`config.mk`:
```
export PLATFORM = sky130hd
export DESIGN_NAME = scored_scatter_slot_picker
export DESIGN_NICKNAME = d
export VERILOG_FILES = /design/src/sv/sssp_pkg.sv /design/src/sv/sssp_table.sv /design/src/sv/sssp_counts.sv /design/src/sv/sssp_best.sv /design/src/sv/scored_scatter_slot_picker.sv
export SDC_FILE = /design/constraint.sdc
export NUM_CORES = 2
export LEC_CHECK = 0
export BUFFER_PORTS_ARGS = -buffer_cell sky130_fd_sc_hd__buf_2
export CAP_MARGIN = 20
export CORE_UTILIZATION = 44
export DETAILED_ROUTE_END_ITERATION = 10
export GPL_TIMING_DRIVEN = 1
export PLACE_DENSITY_LB_ADDON = 0.3
export SETUP_SLACK_MARGIN = 0.15
export SLEW_MARGIN = 20
export SYNTH_ARGS = -nofsm -noshare
export SYNTH_HDL_FRONTEND = slang
export SYNTH_HIERARCHICAL = 1
export SYNTH_SLANG_ARGS = --single-unit
export TNS_END_PERCENT = 100
```
`constraint.sdc`:
```
create_clock -name clock -period 26.2 [get_ports clock]
set_input_delay 2.62 -clock clock [delete_from_list [all_inputs] [get_ports clock]]
set_output_delay 2.62 -clock clock [all_outputs]
set_load 0.05 [all_outputs]
```
`src/sv/sssp_pkg.sv`:
```
// Shared types, constants and the slot score function for the slot picker.
// No dependencies; every other file refers to it by scoped names.
package sssp_pkg;

   localparam int SLOT_ID_W = 32;
   localparam int NODE_W    = 6;
   localparam int FLAGS_W   = 3;
   localparam int PICK_W    = 7;
   localparam int CNT_W     = 8;
   localparam int SCORE_W   = 15;

   localparam logic [CNT_W-1:0] COUNT_MAX = 8'd255;

   localparam logic [6:0] SCORE_HEALTHY   = 7'd1;
   localparam logic [6:0] SCORE_INSTALLED = 7'd10;
   localparam logic [6:0] SCORE_RUNNING   = 7'd100;
   localparam logic [SCORE_W-1:0] SCATTER_SCALE = 15'd100;

   // request codes
   localparam logic [1:0] REQ_LOAD  = 2'd0;
   localparam logic [1:0] REQ_TAG   = 2'd1;
   localparam logic [1:0] REQ_ALLOC = 2'd2;
   localparam logic [1:0] REQ_CLEAR = 2'd3;

   typedef struct packed {
      logic [1:0]           req_type;
      logic [SLOT_ID_W-1:0] slot_id;
      logic [NODE_W-1:0]    node_id;
      logic                 unrecoverable;
      logic                 package_installed;
      logic                 all_running;
      logic [PICK_W-1:0]    pick_count;
   } req_item_type;

   typedef struct packed {
      logic [SLOT_ID_W-1:0] chosen_slot;
      logic [NODE_W-1:0]    chosen_node;
      logic                 none_chosen;
      logic                 last;
   } rsp_item_type;

   // flags: bit0 unrecoverable, bit1 package installed, bit2 all running
   typedef struct packed {
      logic [SLOT_ID_W-1:0] id;
      logic [NODE_W-1:0]    node;
      logic [FLAGS_W-1:0]   flags;
   } slot_entry_type;

   typedef struct packed {
      logic wr_en;
      logic clear;
   } cnt_ctl_type;

   typedef struct packed {
      logic clear;
      logic sample;
      logic scatter;
   } best_ctl_type;

   function automatic logic signed [SCORE_W-1:0] slot_score(
      input logic [FLAGS_W-1:0] flags,
      input logic               scatter,
      input logic [CNT_W-1:0]   cnt);
      logic [6:0]         base;
      logic [SCORE_W-1:0] scaled;
      base = (flags[0] ? 7'd0 : SCORE_HEALTHY)
           + (flags[1] ? SCORE_INSTALLED : 7'd0)
           + (flags[2] ? SCORE_RUNNING : 7'd0);
      scaled = SCORE_W'(base) * SCATTER_SCALE;
      if (scatter) begin
         return signed'(scaled - SCORE_W'(cnt));
      end
      return signed'(SCORE_W'(base));
   endfunction

endpackage

```
`src/sv/sssp_table.sv`:
```
// Slot table memory: id, node and flags per buffered slot.
// One write port, one registered read port. Uses sssp_pkg.
module sssp_table #(
   parameter int DEPTH = 64
) (
   input  logic                          clock,
   input  logic                          wr_en,
   input  logic [$clog2(DEPTH)-1:0]      wr_addr,
   input  sssp_pkg::slot_entry_type      wr_data,
   input  logic [$clog2(DEPTH)-1:0]      rd_addr,
   output sssp_pkg::slot_entry_type      rd_data
);

   sssp_pkg::slot_entry_type mem [DEPTH];

   always_ff @(posedge clock) begin
      if (wr_en) begin
         mem[wr_addr] <= wr_data;
      end
      rd_data <= mem[rd_addr];
   end

endmodule

```
`src/sv/sssp_counts.sv`:
```
// Per-node held-slot counts: memory plus one valid bit per node so that
// the whole table clears at once. Nodes past the table read as 0. Uses sssp_pkg.
module sssp_counts #(
   parameter int NODES = 64
) (
   input  logic                            clock,
   input  logic                            reset,
   input  sssp_pkg::cnt_ctl_type           ctl,
   input  logic [sssp_pkg::NODE_W-1:0]     wr_node,
   input  logic [sssp_pkg::CNT_W-1:0]      wr_data,
   input  logic [sssp_pkg::NODE_W-1:0]     rd_node,
   output logic [sssp_pkg::CNT_W-1:0]      rd_data
);

   localparam int NAW = $clog2(NODES);

   logic [sssp_pkg::CNT_W-1:0] mem [NODES];
   logic [NODES-1:0]           valid_ff;
   logic [sssp_pkg::CNT_W-1:0] mem_q_ff;
   logic                       hit_ff;

   logic [NAW+5:0]  wr_ext, rd_ext;
   logic [NAW-1:0]  wr_idx, rd_idx;
   logic            wr_ok, rd_ok;

   assign wr_ext = (NAW+6)'(wr_node);
   assign rd_ext = (NAW+6)'(rd_node);
   assign wr_idx = wr_ext[NAW-1:0];
   assign rd_idx = rd_ext[NAW-1:0];
   assign wr_ok  = 32'(wr_node) < NODES;
   assign rd_ok  = 32'(rd_node) < NODES;

   always_ff @(posedge clock) begin
      if (ctl.wr_en && wr_ok) begin
         mem[wr_idx] <= wr_data;
      end
      mem_q_ff <= mem[rd_idx];
   end

   always_ff @(posedge clock) begin
      if (reset) begin
         valid_ff <= '0;
         hit_ff   <= 1'b0;
      end else begin
         hit_ff <= rd_ok && valid_ff[rd_idx];
         // clear wins over a same-cycle write
         if (ctl.clear) begin
            valid_ff <= '0;
         end else if (ctl.wr_en && wr_ok) begin
            valid_ff[wr_idx] <= 1'b1;
         end
      end
   end

   assign rd_data = hit_ff ? mem_q_ff : '0;

endmodule

```
`src/sv/sssp_best.sv`:
```
// Shared score unit: scores one slot per cycle and keeps the running best.
// Strict greater-than keeps the earliest slot on a tie. Uses sssp_pkg.
module sssp_best #(
   parameter int DEPTH = 64
) (
   input  logic                             clock,
   input  logic                             reset,
   input  sssp_pkg::best_ctl_type           ctl,
   input  logic [$clog2(DEPTH)-1:0]         in_idx,
   input  sssp_pkg::slot_entry_type         in_entry,
   input  logic [sssp_pkg::CNT_W-1:0]       in_cnt,
   output logic                             found,
   output logic [$clog2(DEPTH)-1:0]         best_idx,
   output logic [sssp_pkg::SLOT_ID_W-1:0]   best_id,
   output logic [sssp_pkg::NODE_W-1:0]      best_node,
   output logic [sssp_pkg::CNT_W-1:0]       best_cnt
);

   logic                                    found_ff;
   logic signed [sssp_pkg::SCORE_W-1:0]     score_ff;
   logic signed [sssp_pkg::SCORE_W-1:0]     score;
   logic [$clog2(DEPTH)-1:0]                idx_ff;
   logic [sssp_pkg::SLOT_ID_W-1:0]          id_ff;
   logic [sssp_pkg::NODE_W-1:0]             node_ff;
   logic [sssp_pkg::CNT_W-1:0]              cnt_ff;
   logic                                    take;

   assign score = sssp_pkg::slot_score(in_entry.flags, ctl.scatter, in_cnt);
   assign take  = ctl.sample && (!found_ff || (score > score_ff));

   always_ff @(posedge clock) begin
      if (reset) begin
         found_ff <= 1'b0;
      end else if (ctl.clear) begin
         found_ff <= 1'b0;
      end else if (take) begin
         found_ff <= 1'b1;
      end
   end

   always_ff @(posedge clock) begin
      if (take && !ctl.clear) begin
         score_ff <= score;
         idx_ff   <= in_idx;
         id_ff    <= in_entry.id;
         node_ff  <= in_entry.node;
         cnt_ff   <= in_cnt;
      end
   end

   assign found     = found_ff;
   assign best_idx  = idx_ff;
   assign best_id   = id_ff;
   assign best_node = node_ff;
   assign best_cnt  = cnt_ff;

endmodule

```
`src/sv/scored_scatter_slot_picker.sv`:
```
// Scored slot picker: buffered slot table, per-node held counts and a
// sequencer that drives one shared score/compare unit. Uses sssp_pkg,
// sssp_table, sssp_counts and sssp_best.
//
// Use: an item is taken on start while busy is low. Load, tag and clear
// items give no result; an allocate item gives one or more results, each
// shown for a single cycle with rsp_valid high, the final one with last set.
// An empty allocation gives one result with none_chosen and last set.
// csr_data (scatter_mode) is written on csr_valid with csr_ready, which is
// high whenever the block is not busy.
//
// Clear and an empty allocation finish while idle; a tag reads the node
// count, then writes it back incremented. A load walks the table for a
// duplicate id. Each pick of an allocation walks the table once through a
// two-stage read pipe (table, then node count) into the score unit; its
// result is registered and appears in the cycle after the walk drains.
// Reset empties the table, zeroes the node counts and taken marks and sets
// plain mode. Results are never held back; the receiver must take each one.
module scored_scatter_slot_picker #(
   parameter int MAX_SLOTS = 64,
   parameter int MAX_NODES = 64
) (
   input  logic                    clock,
   input  logic                    reset,
   input  logic                    start,
   output logic                    busy,
   input  sssp_pkg::req_item_type  req_data,
   output logic                    rsp_valid,
   output sssp_pkg::rsp_item_type  rsp_data,
   input  logic                    csr_valid,
   output logic                    csr_ready,
   input  logic                    csr_data
);

   localparam int AW = $clog2(MAX_SLOTS);
   localparam int CW = $clog2(MAX_SLOTS + 1);

   localparam logic [2:0] ST_IDLE      = 3'd0;
   localparam logic [2:0] ST_LOAD_SCAN = 3'd1;
   localparam logic [2:0] ST_TAG_RD    = 3'd2;
   localparam logic [2:0] ST_TAG_WR    = 3'd3;
   localparam logic [2:0] ST_PICK_SCAN = 3'd4;

   logic [2:0]                   state_ff, state_in;
   sssp_pkg::req_item_type       req_ff, req_in;
   logic                         mode_ff, mode_in;
   logic [CW-1:0]                slot_count_ff, slot_count_in;
   logic [CW-1:0]                issue_ff, issue_in;
   logic                         s1_valid_ff, s1_valid_in;
   logic [AW-1:0]                s1_idx_ff;
   logic                         s2_valid_ff, s2_valid_in;
   logic [AW-1:0]                s2_idx_ff;
   sssp_pkg::slot_entry_type     s2_entry_ff;
   logic                         s2_taken_ff;
   logic                         match_ff, match_in;
   logic [AW-1:0]                match_idx_ff, match_idx_in;
   logic [sssp_pkg::PICK_W-1:0]  want_ff, want_in;
   logic [sssp_pkg::PICK_W-1:0]  picked_ff, picked_in;
   logic [MAX_SLOTS-1:0]         taken_ff, taken_in;
   logic                         rsp_valid_ff, rsp_valid_in;
   sssp_pkg::rsp_item_type       rsp_data_ff, rsp_data_in;

   logic                         accept, scanning, issuing, drained, pick_last;
   logic [sssp_pkg::PICK_W-1:0]  want_req, picked_next;
   logic [CW-1:0]                issue_next;

   // table ports
   logic                         tbl_wr_en;
   logic [AW-1:0]                tbl_wr_addr;
   sssp_pkg::slot_entry_type     tbl_wr_data, tbl_rd_data, req_entry;

   // count ports
   sssp_pkg::cnt_ctl_type        cnt_ctl;
   logic [sssp_pkg::NODE_W-1:0]  cnt_wr_node, cnt_rd_node;
   logic [sssp_pkg::CNT_W-1:0]   cnt_wr_data, cnt_rd_data, cnt_bumped;

   // score unit ports
   sssp_pkg::best_ctl_type       best_ctl;
   logic                         best_found;
   logic [AW-1:0]                best_idx;
   logic [sssp_pkg::SLOT_ID_W-1:0] best_id;
   logic [sssp_pkg::NODE_W-1:0]  best_node;
   logic [sssp_pkg::CNT_W-1:0]   best_cnt;

   assign busy      = state_ff != ST_IDLE;
   assign accept    = start && !busy;
   assign csr_ready = !busy;
   assign rsp_valid = rsp_valid_ff;
   assign rsp_data  = rsp_data_ff;

   assign scanning   = (state_ff == ST_LOAD_SCAN) || (state_ff == ST_PICK_SCAN);
   assign issuing    = scanning && (issue_ff != slot_count_ff);
   assign issue_next = issue_ff + CW'(1);
   assign drained    = (issue_ff == slot_count_ff) && !s1_valid_ff && !s2_valid_ff;
   assign want_req   = (mode_ff && (req_data.pick_count == '0)) ?
                       sssp_pkg::PICK_W'(1) : req_data.pick_count;
   assign picked_next = picked_ff + sssp_pkg::PICK_W'(1);
   // picks never exceed the table size, so the last one is known in advance
   assign pick_last  = (picked_next >= want_ff) ||
                       (32'(picked_next) >= 32'(slot_count_ff));
   assign cnt_bumped = (best_cnt == sssp_pkg::COUNT_MAX) ? best_cnt :
                       best_cnt + sssp_pkg::CNT_W'(1);

   assign req_entry.id    = req_ff.slot_id;
   assign req_entry.node  = req_ff.node_id;
   assign req_entry.flags = {req_ff.all_running, req_ff.package_installed,
                             req_ff.unrecoverable};

   assign cnt_rd_node = (state_ff == ST_TAG_RD) ? req_ff.node_id : tbl_rd_data.node;

   always_comb begin
      state_in      = state_ff;
      req_in        = req_ff;
      mode_in       = mode_ff;
      slot_count_in = slot_count_ff;
      issue_in      = issuing ? issue_next : issue_ff;
      s1_valid_in   = issuing;
      s2_valid_in   = s1_valid_ff;
      match_in      = match_ff;
      match_idx_in  = match_idx_ff;
      want_in       = want_ff;
      picked_in     = picked_ff;
      taken_in      = taken_ff;
      rsp_valid_in  = 1'b0;
      rsp_data_in   = rsp_data_ff;
      tbl_wr_en     = 1'b0;
      tbl_wr_addr   = slot_count_ff[AW-1:0];
      tbl_wr_data   = req_entry;
      cnt_ctl       = '0;
      cnt_wr_node   = req_ff.node_id;
      cnt_wr_data   = cnt_bumped;
      best_ctl.clear   = 1'b0;
      best_ctl.sample  = (state_ff == ST_PICK_SCAN) && s2_valid_ff && !s2_taken_ff;
      best_ctl.scatter = mode_ff;

      if (csr_valid && csr_ready) begin
         mode_in = csr_data;
      end

      // duplicate id search during a load walk
      if ((state_ff == ST_LOAD_SCAN) && s1_valid_ff && (tbl_rd_data.id == req_ff.slot_id)) begin
         match_in     = 1'b1;
         match_idx_in = s1_idx_ff;
      end

      unique case (state_ff)
         ST_IDLE: begin
            if (accept) begin
               req_in = req_data;
               unique case (req_data.req_type)
                  sssp_pkg::REQ_LOAD: begin
                     match_in = 1'b0;
                     issue_in = '0;
                     state_in = ST_LOAD_SCAN;
                  end
                  sssp_pkg::REQ_TAG: begin
                     state_in = ST_TAG_RD;
                  end
                  sssp_pkg::REQ_CLEAR: begin
                     slot_count_in = '0;
                  end
                  sssp_pkg::REQ_ALLOC: begin
                     if ((want_req == '0) || (slot_count_ff == '0)) begin
                        rsp_valid_in = 1'b1;
                        rsp_data_in  = '{chosen_slot: '0, chosen_node: '0,
                                         none_chosen: 1'b1, last: 1'b1};
                        cnt_ctl.clear = 1'b1;
                     end else begin
                        want_in        = want_req;
                        picked_in      = '0;
                        issue_in       = '0;
                        best_ctl.clear = 1'b1;
                        state_in       = ST_PICK_SCAN;
                     end
                  end
                  default: begin
                  end
               endcase
            end
         end
         ST_LOAD_SCAN: begin
            if (drained) begin
               state_in = ST_IDLE;
               if (match_ff) begin
                  tbl_wr_en   = 1'b1;
                  tbl_wr_addr = match_idx_ff;
               end else if (32'(slot_count_ff) < MAX_SLOTS) begin
                  tbl_wr_en     = 1'b1;
                  slot_count_in = slot_count_ff + CW'(1);
               end
            end
         end
         ST_TAG_RD: begin
            state_in = ST_TAG_WR;
         end
         ST_TAG_WR: begin
            cnt_ctl.wr_en = 1'b1;
            cnt_wr_data   = (cnt_rd_data == sssp_pkg::COUNT_MAX) ? cnt_rd_data :
                            cnt_rd_data + sssp_pkg::CNT_W'(1);
            state_in      = ST_IDLE;
         end
         ST_PICK_SCAN: begin
            if (drained) begin
               rsp_valid_in = 1'b1;
               rsp_data_in  = '{chosen_slot: best_id, chosen_node: best_node,
                                none_chosen: 1'b0, last: pick_last};
               if (pick_last) begin
                  taken_in      = '0;
                  cnt_ctl.clear = 1'b1;
                  state_in      = ST_IDLE;
               end else begin
                  taken_in[best_idx] = 1'b1;
                  cnt_ctl.wr_en      = mode_ff;
                  cnt_wr_node        = best_node;
                  picked_in          = picked_next;
                  issue_in           = '0;
                  best_ctl.clear     = 1'b1;
               end
            end
         end
         default: begin
            state_in = ST_IDLE;
         end
      endcase
   end

   always_ff @(posedge clock) begin
      if (reset) begin
         state_ff      <= ST_IDLE;
         mode_ff       <= 1'b0;
         slot_count_ff <= '0;
         issue_ff      <= '0;
         s1_valid_ff   <= 1'b0;
         s2_valid_ff   <= 1'b0;
         match_ff      <= 1'b0;
         taken_ff      <= '0;
         rsp_valid_ff  <= 1'b0;
      end else begin
         state_ff      <= state_in;
         mode_ff       <= mode_in;
         slot_count_ff <= slot_count_in;
         issue_ff      <= issue_in;
         s1_valid_ff   <= s1_valid_in;
         s2_valid_ff   <= s2_valid_in;
         match_ff      <= match_in;
         taken_ff      <= taken_in;
         rsp_valid_ff  <= rsp_valid_in;
      end
   end

   always_ff @(posedge clock) begin
      req_ff       <= req_in;
      match_idx_ff <= match_idx_in;
      want_ff      <= want_in;
      picked_ff    <= picked_in;
      rsp_data_ff  <= rsp_data_in;
      s1_idx_ff    <= issue_ff[AW-1:0];
      s2_idx_ff    <= s1_idx_ff;
      s2_entry_ff  <= tbl_rd_data;
      s2_taken_ff  <= taken_ff[s1_idx_ff];
   end

   sssp_table #(
      .DEPTH (MAX_SLOTS)
   ) u_table (
      .clock   (clock),
      .wr_en   (tbl_wr_en),
      .wr_addr (tbl_wr_addr),
      .wr_data (tbl_wr_data),
      .rd_addr (issue_ff[AW-1:0]),
      .rd_data (tbl_rd_data)
   );

   sssp_counts #(
      .NODES (MAX_NODES)
   ) u_counts (
      .clock   (clock),
      .reset   (reset),
      .ctl     (cnt_ctl),
      .wr_node (cnt_wr_node),
      .wr_data (cnt_wr_data),
      .rd_node (cnt_rd_node),
      .rd_data (cnt_rd_data)
   );

   sssp_best #(
      .DEPTH (MAX_SLOTS)
   ) u_best (
      .clock     (clock),
      .reset     (reset),
      .ctl       (best_ctl),
      .in_idx    (s2_idx_ff),
      .in_entry  (s2_entry_ff),
      .in_cnt    (cnt_rd_data),
      .found     (best_found),
      .best_idx  (best_idx),
      .best_id   (best_id),
      .best_node (best_node),
      .best_cnt  (best_cnt)
   );

   // taken marks exist only inside an allocation
   a_taken_idle: assert property (@(posedge clock) disable iff (reset)
      (state_ff == ST_IDLE) |-> (taken_ff == '0))
      else $error("taken marks left set outside an allocation");

   a_pipe_idle: assert property (@(posedge clock) disable iff (reset)
      (state_ff == ST_IDLE) |-> (!s1_valid_ff && !s2_valid_ff))
      else $error("scan pipe busy while idle");

   a_pick_found: assert property (@(posedge clock) disable iff (reset)
      ((state_ff == ST_PICK_SCAN) && drained) |-> best_found)
      else $error("pick finished without a candidate");

   a_none_last: assert property (@(posedge clock) disable iff (reset)
      (rsp_valid_ff && rsp_data_ff.none_chosen) |-> rsp_data_ff.last)
      else $error("empty result not marked last");

   a_count_bound: assert property (@(posedge clock) disable iff (reset)
      32'(slot_count_ff) <= MAX_SLOTS)
      else $error("slot count beyond table size");

endmodule
```
======== Word-level counts from Yosys, hierarchy flattened ========
Memories as Yosys holds them, arrays and structs flattened. A register that Yosys moved wholly into a read port is not among the register bits.
Index checks and enable logic that the tools add are counted.
operators by class
  add/subtract/negate cells ............... 8
  $mul .................................... 1
  div/mod/pow operators ................... 0
  magnitude comparators ................... 10
  equal/unequal tests ..................... 25
  shift-type cells ........................ 0
  muxes and demuxes ....................... 86
  bitwise logic cells ..................... 3
  reduce and logical (&&, ||, !) cells .... 41
operator list
  cell                   count
  $mux W40               4
  $or A64 B64 Y64        2
  $mux W7                17
  $pmux W40 S2           1
  $mux W64               1
  $pmux W7 S2            4
  $mux W6                7
  $eq A32 B32 Y1         1
  $mux W8                4
  $mux W15               2
  $mux W1                29
  $lt A6 B7 Y1 const B   4
  $add A7 B1 Y7 const B  3
  $logic_not A7 Y1       3
  $reduce_and A6 Y1      3
  $add A8 B1 Y8 const B  2
  $eq A8 B8 Y1 const B   2
  $ne A2 B2 Y1 const B   8
  $gt A15 B15 Y1         1
  $mux W3                5
  $sub A14 B8 Y15        1
  $add A7 B7 Y7          2
  $ge A7 B7 Y1           2
  $logic_and A1 B1 Y1    14
  other kinds (31)       52
word-level totals
  register bits after elaboration ......... 374
  latch bits .............................. 0
  bits in writable memories ............... 3136
  ROM bits ................................ 0
  bits of input ports ..................... 55
  output and inout port bits .............. 43
  memories kept ........................... 2
memories
  memory        words  width  read ports  clocked after memory_dff  wr ports  RTL line           text
  u_table.mem   64     41     1           1                         1         sssp_table.sv:14   sssp_pkg::slot_entry_type mem [DEPTH];
  u_counts.mem  64     8      1           1                         1         sssp_counts.sv:17  logic [sssp_pkg::CNT_W-1:0] mem [NODES];

======== Longest topological paths before layout ========
  depth in word-level cells ............... 11
  mapped depth ............................ 17
  gate-level depth less buffers ........... 17

======== Cells and area by module ========
The synthesis kept the hierarchy.
modules (own cells, without submodules)
  module                      instances  cells an instance  area an instance (µm²)
  sssp_table                  1          4226               100108.5
  sssp_counts                 1          1148               22653.0
  scored_scatter_slot_picker  1          779                9868.2
  sssp_best                   1          257                3387.0

======== Least setup slack after synthesis ========
Ideal clock, no wire load.
  path type ............................... input-to-reg
  start point ............................. in req_data[3] in the netlist's numbering
  end point ............................... reg u_best.cnt_ff, in the netlist u_best/best_cnt[0], enable pin
  setup time .............................. 0.600 ns
  data arrival time ....................... 9.131 ns
  data required time ...................... 25.600 ns
  setup slack ............................. 16.469 ns
  stages on the path ...................... 8
  cell sequence ........................... nor4_1 > nand2_1 > o31ai_1 > o21ai_0 > nand2b_1 > o211ai_1 > a221oi_1 > a221oi_1
RTL lines
  what                  RTL line                          text
  from (decl)           scored_scatter_slot_picker.sv:27  input sssp_pkg::req_item_type req_data,
  to (signal assigned)  sssp_best.sv:47                   cnt_ff <= in_cnt;
  to (decl)             sssp_best.sv:25                   logic [sssp_pkg::CNT_W-1:0] cnt_ff;

==> impl_results.md <==
- Status: finished, final reports clean
- Worst Setup Start Kind: flip-flop
- ANT nets after route: 0
- Fraction of registers with async set/reset: 0
- GP Congestion: 0.833
- Critical path peak fanout: 44
- Multi-input gate area: 30200 sq um
- Post-Synth Simple-Gate Area: 0.0250
- RSZ-0062 raised after global routing: false
- Synth Area in XOR/XNOR: 0.00425
- Critical Path Sink Type: flip-flop
- Logic gate share of total power: 0.027
- Adder-Cell Fraction of Synth Area: 0.00581
- TritonCTS clock tree: done
- Total CTS buffers: 364
- P per Cell Area: 76.5 nW/um^2
- Area of the die: 311000 sq um
- CP required: 26.96 ns
- Average via count per standard cell: 6.14
- Global-route met1 utilization: 0.337
- Worst-Margin Slew: 1.23 ns
- Unique cell type count in the Yosys netlist: 92
- Dpl hpwl: 202000 um
- Synthesized area per cell: 21.2 sq um
- Pre-antenna DRT Iters: 6
- Max Slew Vio Count: 0
- Compound-Gate Fraction of Synth Area: 0.0404
- Global route total overflow: 0
- CTS Hold Bufs: 0
- Post-synthesis sequential area ratio: 0.767
- Row cnt: 203
- Final WL: 358000 um
- Max Cap Viol: 0
- Leak pwr: 47.7 nW
- DRC violations left: 0
- Nets: 6858
- Worst hold path class: flip-flop to flip-flop
- Layout cells sized above 1: 0.259
- Final hold vios: 0
- Synth warn: 6
- Global-route wire length before repair: 508000 um
- Setup Fix Bufs, Post-CTS: 0
- Skew-Pair Late Insertion Delay: 0.94 ns
- Main combinational cell family by area after synthesis: multiplexers
- Final cycle utilization of the critical path: 0.233
- # fillers: 24000
- Relative slew slack: 0.180
- Total GRT Usage: 0.229
- Net Sw Frac: 0.208
- Int Power: 9.35 mW
- Avg WL per Cell: 32.1 um
- Synthesized net count: 6527
- Post-route setup TNS: 0 ns
- # H-tree levels: 5
- DR vias: 68500
- Area Overhead vs Synth: 13.4%
- Syn Inst Count: 6410
- Initial Util: 0.444
- Grt met3 use: 0.0563
- Setup CP Type: flip-flop to flip-flop
- Number of port buffers: 97
- Initial drt markers: 9402
- Initial antenna violation count: 28
- Critical Path AT: 6.87 ns
- Die H: 558 um
- Final setup violation count: 0
- Clk pin slew, worst setup/hold paths: 0.06 ns
- Hold WS: 0.355 ns
- Post_cts resized: 0
- Minimum clock period: 6.12 ns
- # clock sinks: 3559
- GRT Max-Usage Layer: met2
- Max Freq: 163 MHz
- Synth Cell Area: 136000 sq um
- Vias in the first global route: 68100
- Seq cells post-synth: 3559
- Post-synth EDFFs: 3304
- Root Buffer: clkbuf_16
- Flop pwr share: 0.532
- Post-synthesis mux area share: 0.141
- Clk pwr share: 0.442
- Die W: 558 um
- CORE AREA: 307000 sq um
- Worst VDD drop: 51.7 uV
- Met2 usage: 0.347
- Primary FF master, synth: edfxtp_1
- Sw power: 2.45 mW
- Pin count of the biggest net entering global routing: 113
- Reg area: 104000 sq um
- Max Buffers Root-to-Sink: 4
- Clk_skew: 0.0872 ns
- IO Pins: 98
## Yosys cell counts (32+ instances only)
cell,count,area (sq um)
a21oi_1,97,485
a221oi_1,74,648
a22o_1,105,920
a22oi_1,56,420
and2_1,33,206
and3_1,45,282
buf_2,96,480
buf_4,53,398
buf_6,33,372
clkbuf_1,141,529
dfxtp_1,255,5100
edfxtp_1,3304,99200
ha_1,60,751
inv_1,59,221
mux2i_1,66,661
mux4_2,800,18000
nand2_1,95,357
nand3_1,62,310
nor2_1,245,920
nor3_1,34,170
o21a_1,65,488
o21ai_0,38,190
o221ai_1,32,280
o22ai_1,108,676
xnor2_1,36,315
## sequential cells by signal, indices dropped and copies added, names as in the netlist, 7 cells and up
signal,cells
u_table/mem,2624
u_counts/valid_ff,64
rsp_data,40
slot_count_ff,7
u_best/best_cnt,8
want_ff,7
taken_ff,64
u_counts/mem,512
u_best/score_ff,15
u_table/rd_data,41
u_best/best_id,32
u_counts/mem_q_ff,8
picked_ff,7
s2_entry_ff,41
req_entry,41
issue_ff,7
## power groups by stage
stage               clock [mW]  sequential (mW)  combinational, mW
floorplan                    0             6.43              0.126
global placement             0             6.39              0.302
detailed placement           0             6.39              0.313
CTS                       5.28             6.27              0.314
global route              5.50             6.27              0.336
finish                    5.21             6.27              0.315
## layer usage
metal  wire [um]  vias up  share of wire
met1      147000    36800           0.41
met3       40100      465           0.11
met2      163000     3627           0.46
met4        6940        4          0.019
li1            -    27600              -
met5          23        -       0.000064
## path summary, 6_finish.rpt
check	from	end	cells after the start	slack (ns)
setup / recovery	issue_ff[0]	u_table/rd_data[27]	10	20.08
hold reg to reg	s2_entry_ff[40]	u_best/best_id[31]	0	0.36
setup reg to reg	issue_ff[0]	u_table/rd_data[27]	10	20.08
hold / removal	s2_entry_ff[40]	u_best/best_id[31]	0	0.36
## layout make-up
class | count | share of cell area
inverter | 60 | 0.00146
clock inverter | 184 | 0.0129
antenna | 12 | 0.000195
sequential | 3559 | 0.677
tap | 4100 | 0.0333
multi-input combinational | 2438 | 0.196
clock buffer | 489 | 0.0649
timing repair buffer | 318 | 0.0145
## stage by stage
stage	power, mW	utilization	setup slack, ns	cell area (sq um)	instances
after floorplan	6.56	-	16.47	136000	6410
after global placement	6.69	0.463	19.87	142000	10500
after detailed placement	6.70	0.464	19.92	142000	10500
after CTS	11.9	0.503	19.90	154000	11100
after global routing	12.1	0.503	19.38	154000	11100
final	11.8	0.503	20.08	154000	11200
## worst max-delay path: stages, from the launching register on
cell and delay (ns):
dfxtp_4 0.75, buf_4 0.80, buf_4 0.71, buf_4 0.76, buf_4 0.79, buf_4 0.67, mux4_2 0.58, mux2i_1 0.27
a21oi_1 0.18, a21oi_1 0.18, a221oi_1 0.07
## cell families (layout without fill, tap and decap cells)
group / after synthesis / count (layout)
AOI/OAI and AO/OA: 732 / 732
xor gates and xnor gates: 66 / 66
adders and majority gates: 62 / 62
buffers and inverters: 413 / 1051
DFF: 3559 / 3559
muxes: 902 / 902
other: 0 / 12
and+or+nand+nor: 676 / 676
## placed cells by master, fill, tap and decap left out, types with 32 or more instances in the layout
cell type     n
clkbuf_16   371
clkinv_2     56
bufinv_16    33
o21a_1       65
mux2i_1      66
clkinv_1     52
clkbuf_1     90
a22oi_1      56
buf_2        97
buf_4       209
inv_1        59
ha_1         60
nor2_1      180
o21ai_0      33
edfxtp_1   3304
o221ai_1     32
nand2_1      93
nand3_1      62
xnor2_1      36
a22o_1      105
nor2_4       65
a21oi_1      96
and3_1       45
o22ai_1     108
mux4_2      800
dfxtp_1     250
a221oi_1     66
No activity file was read; power rests on OpenSTA's default activity.
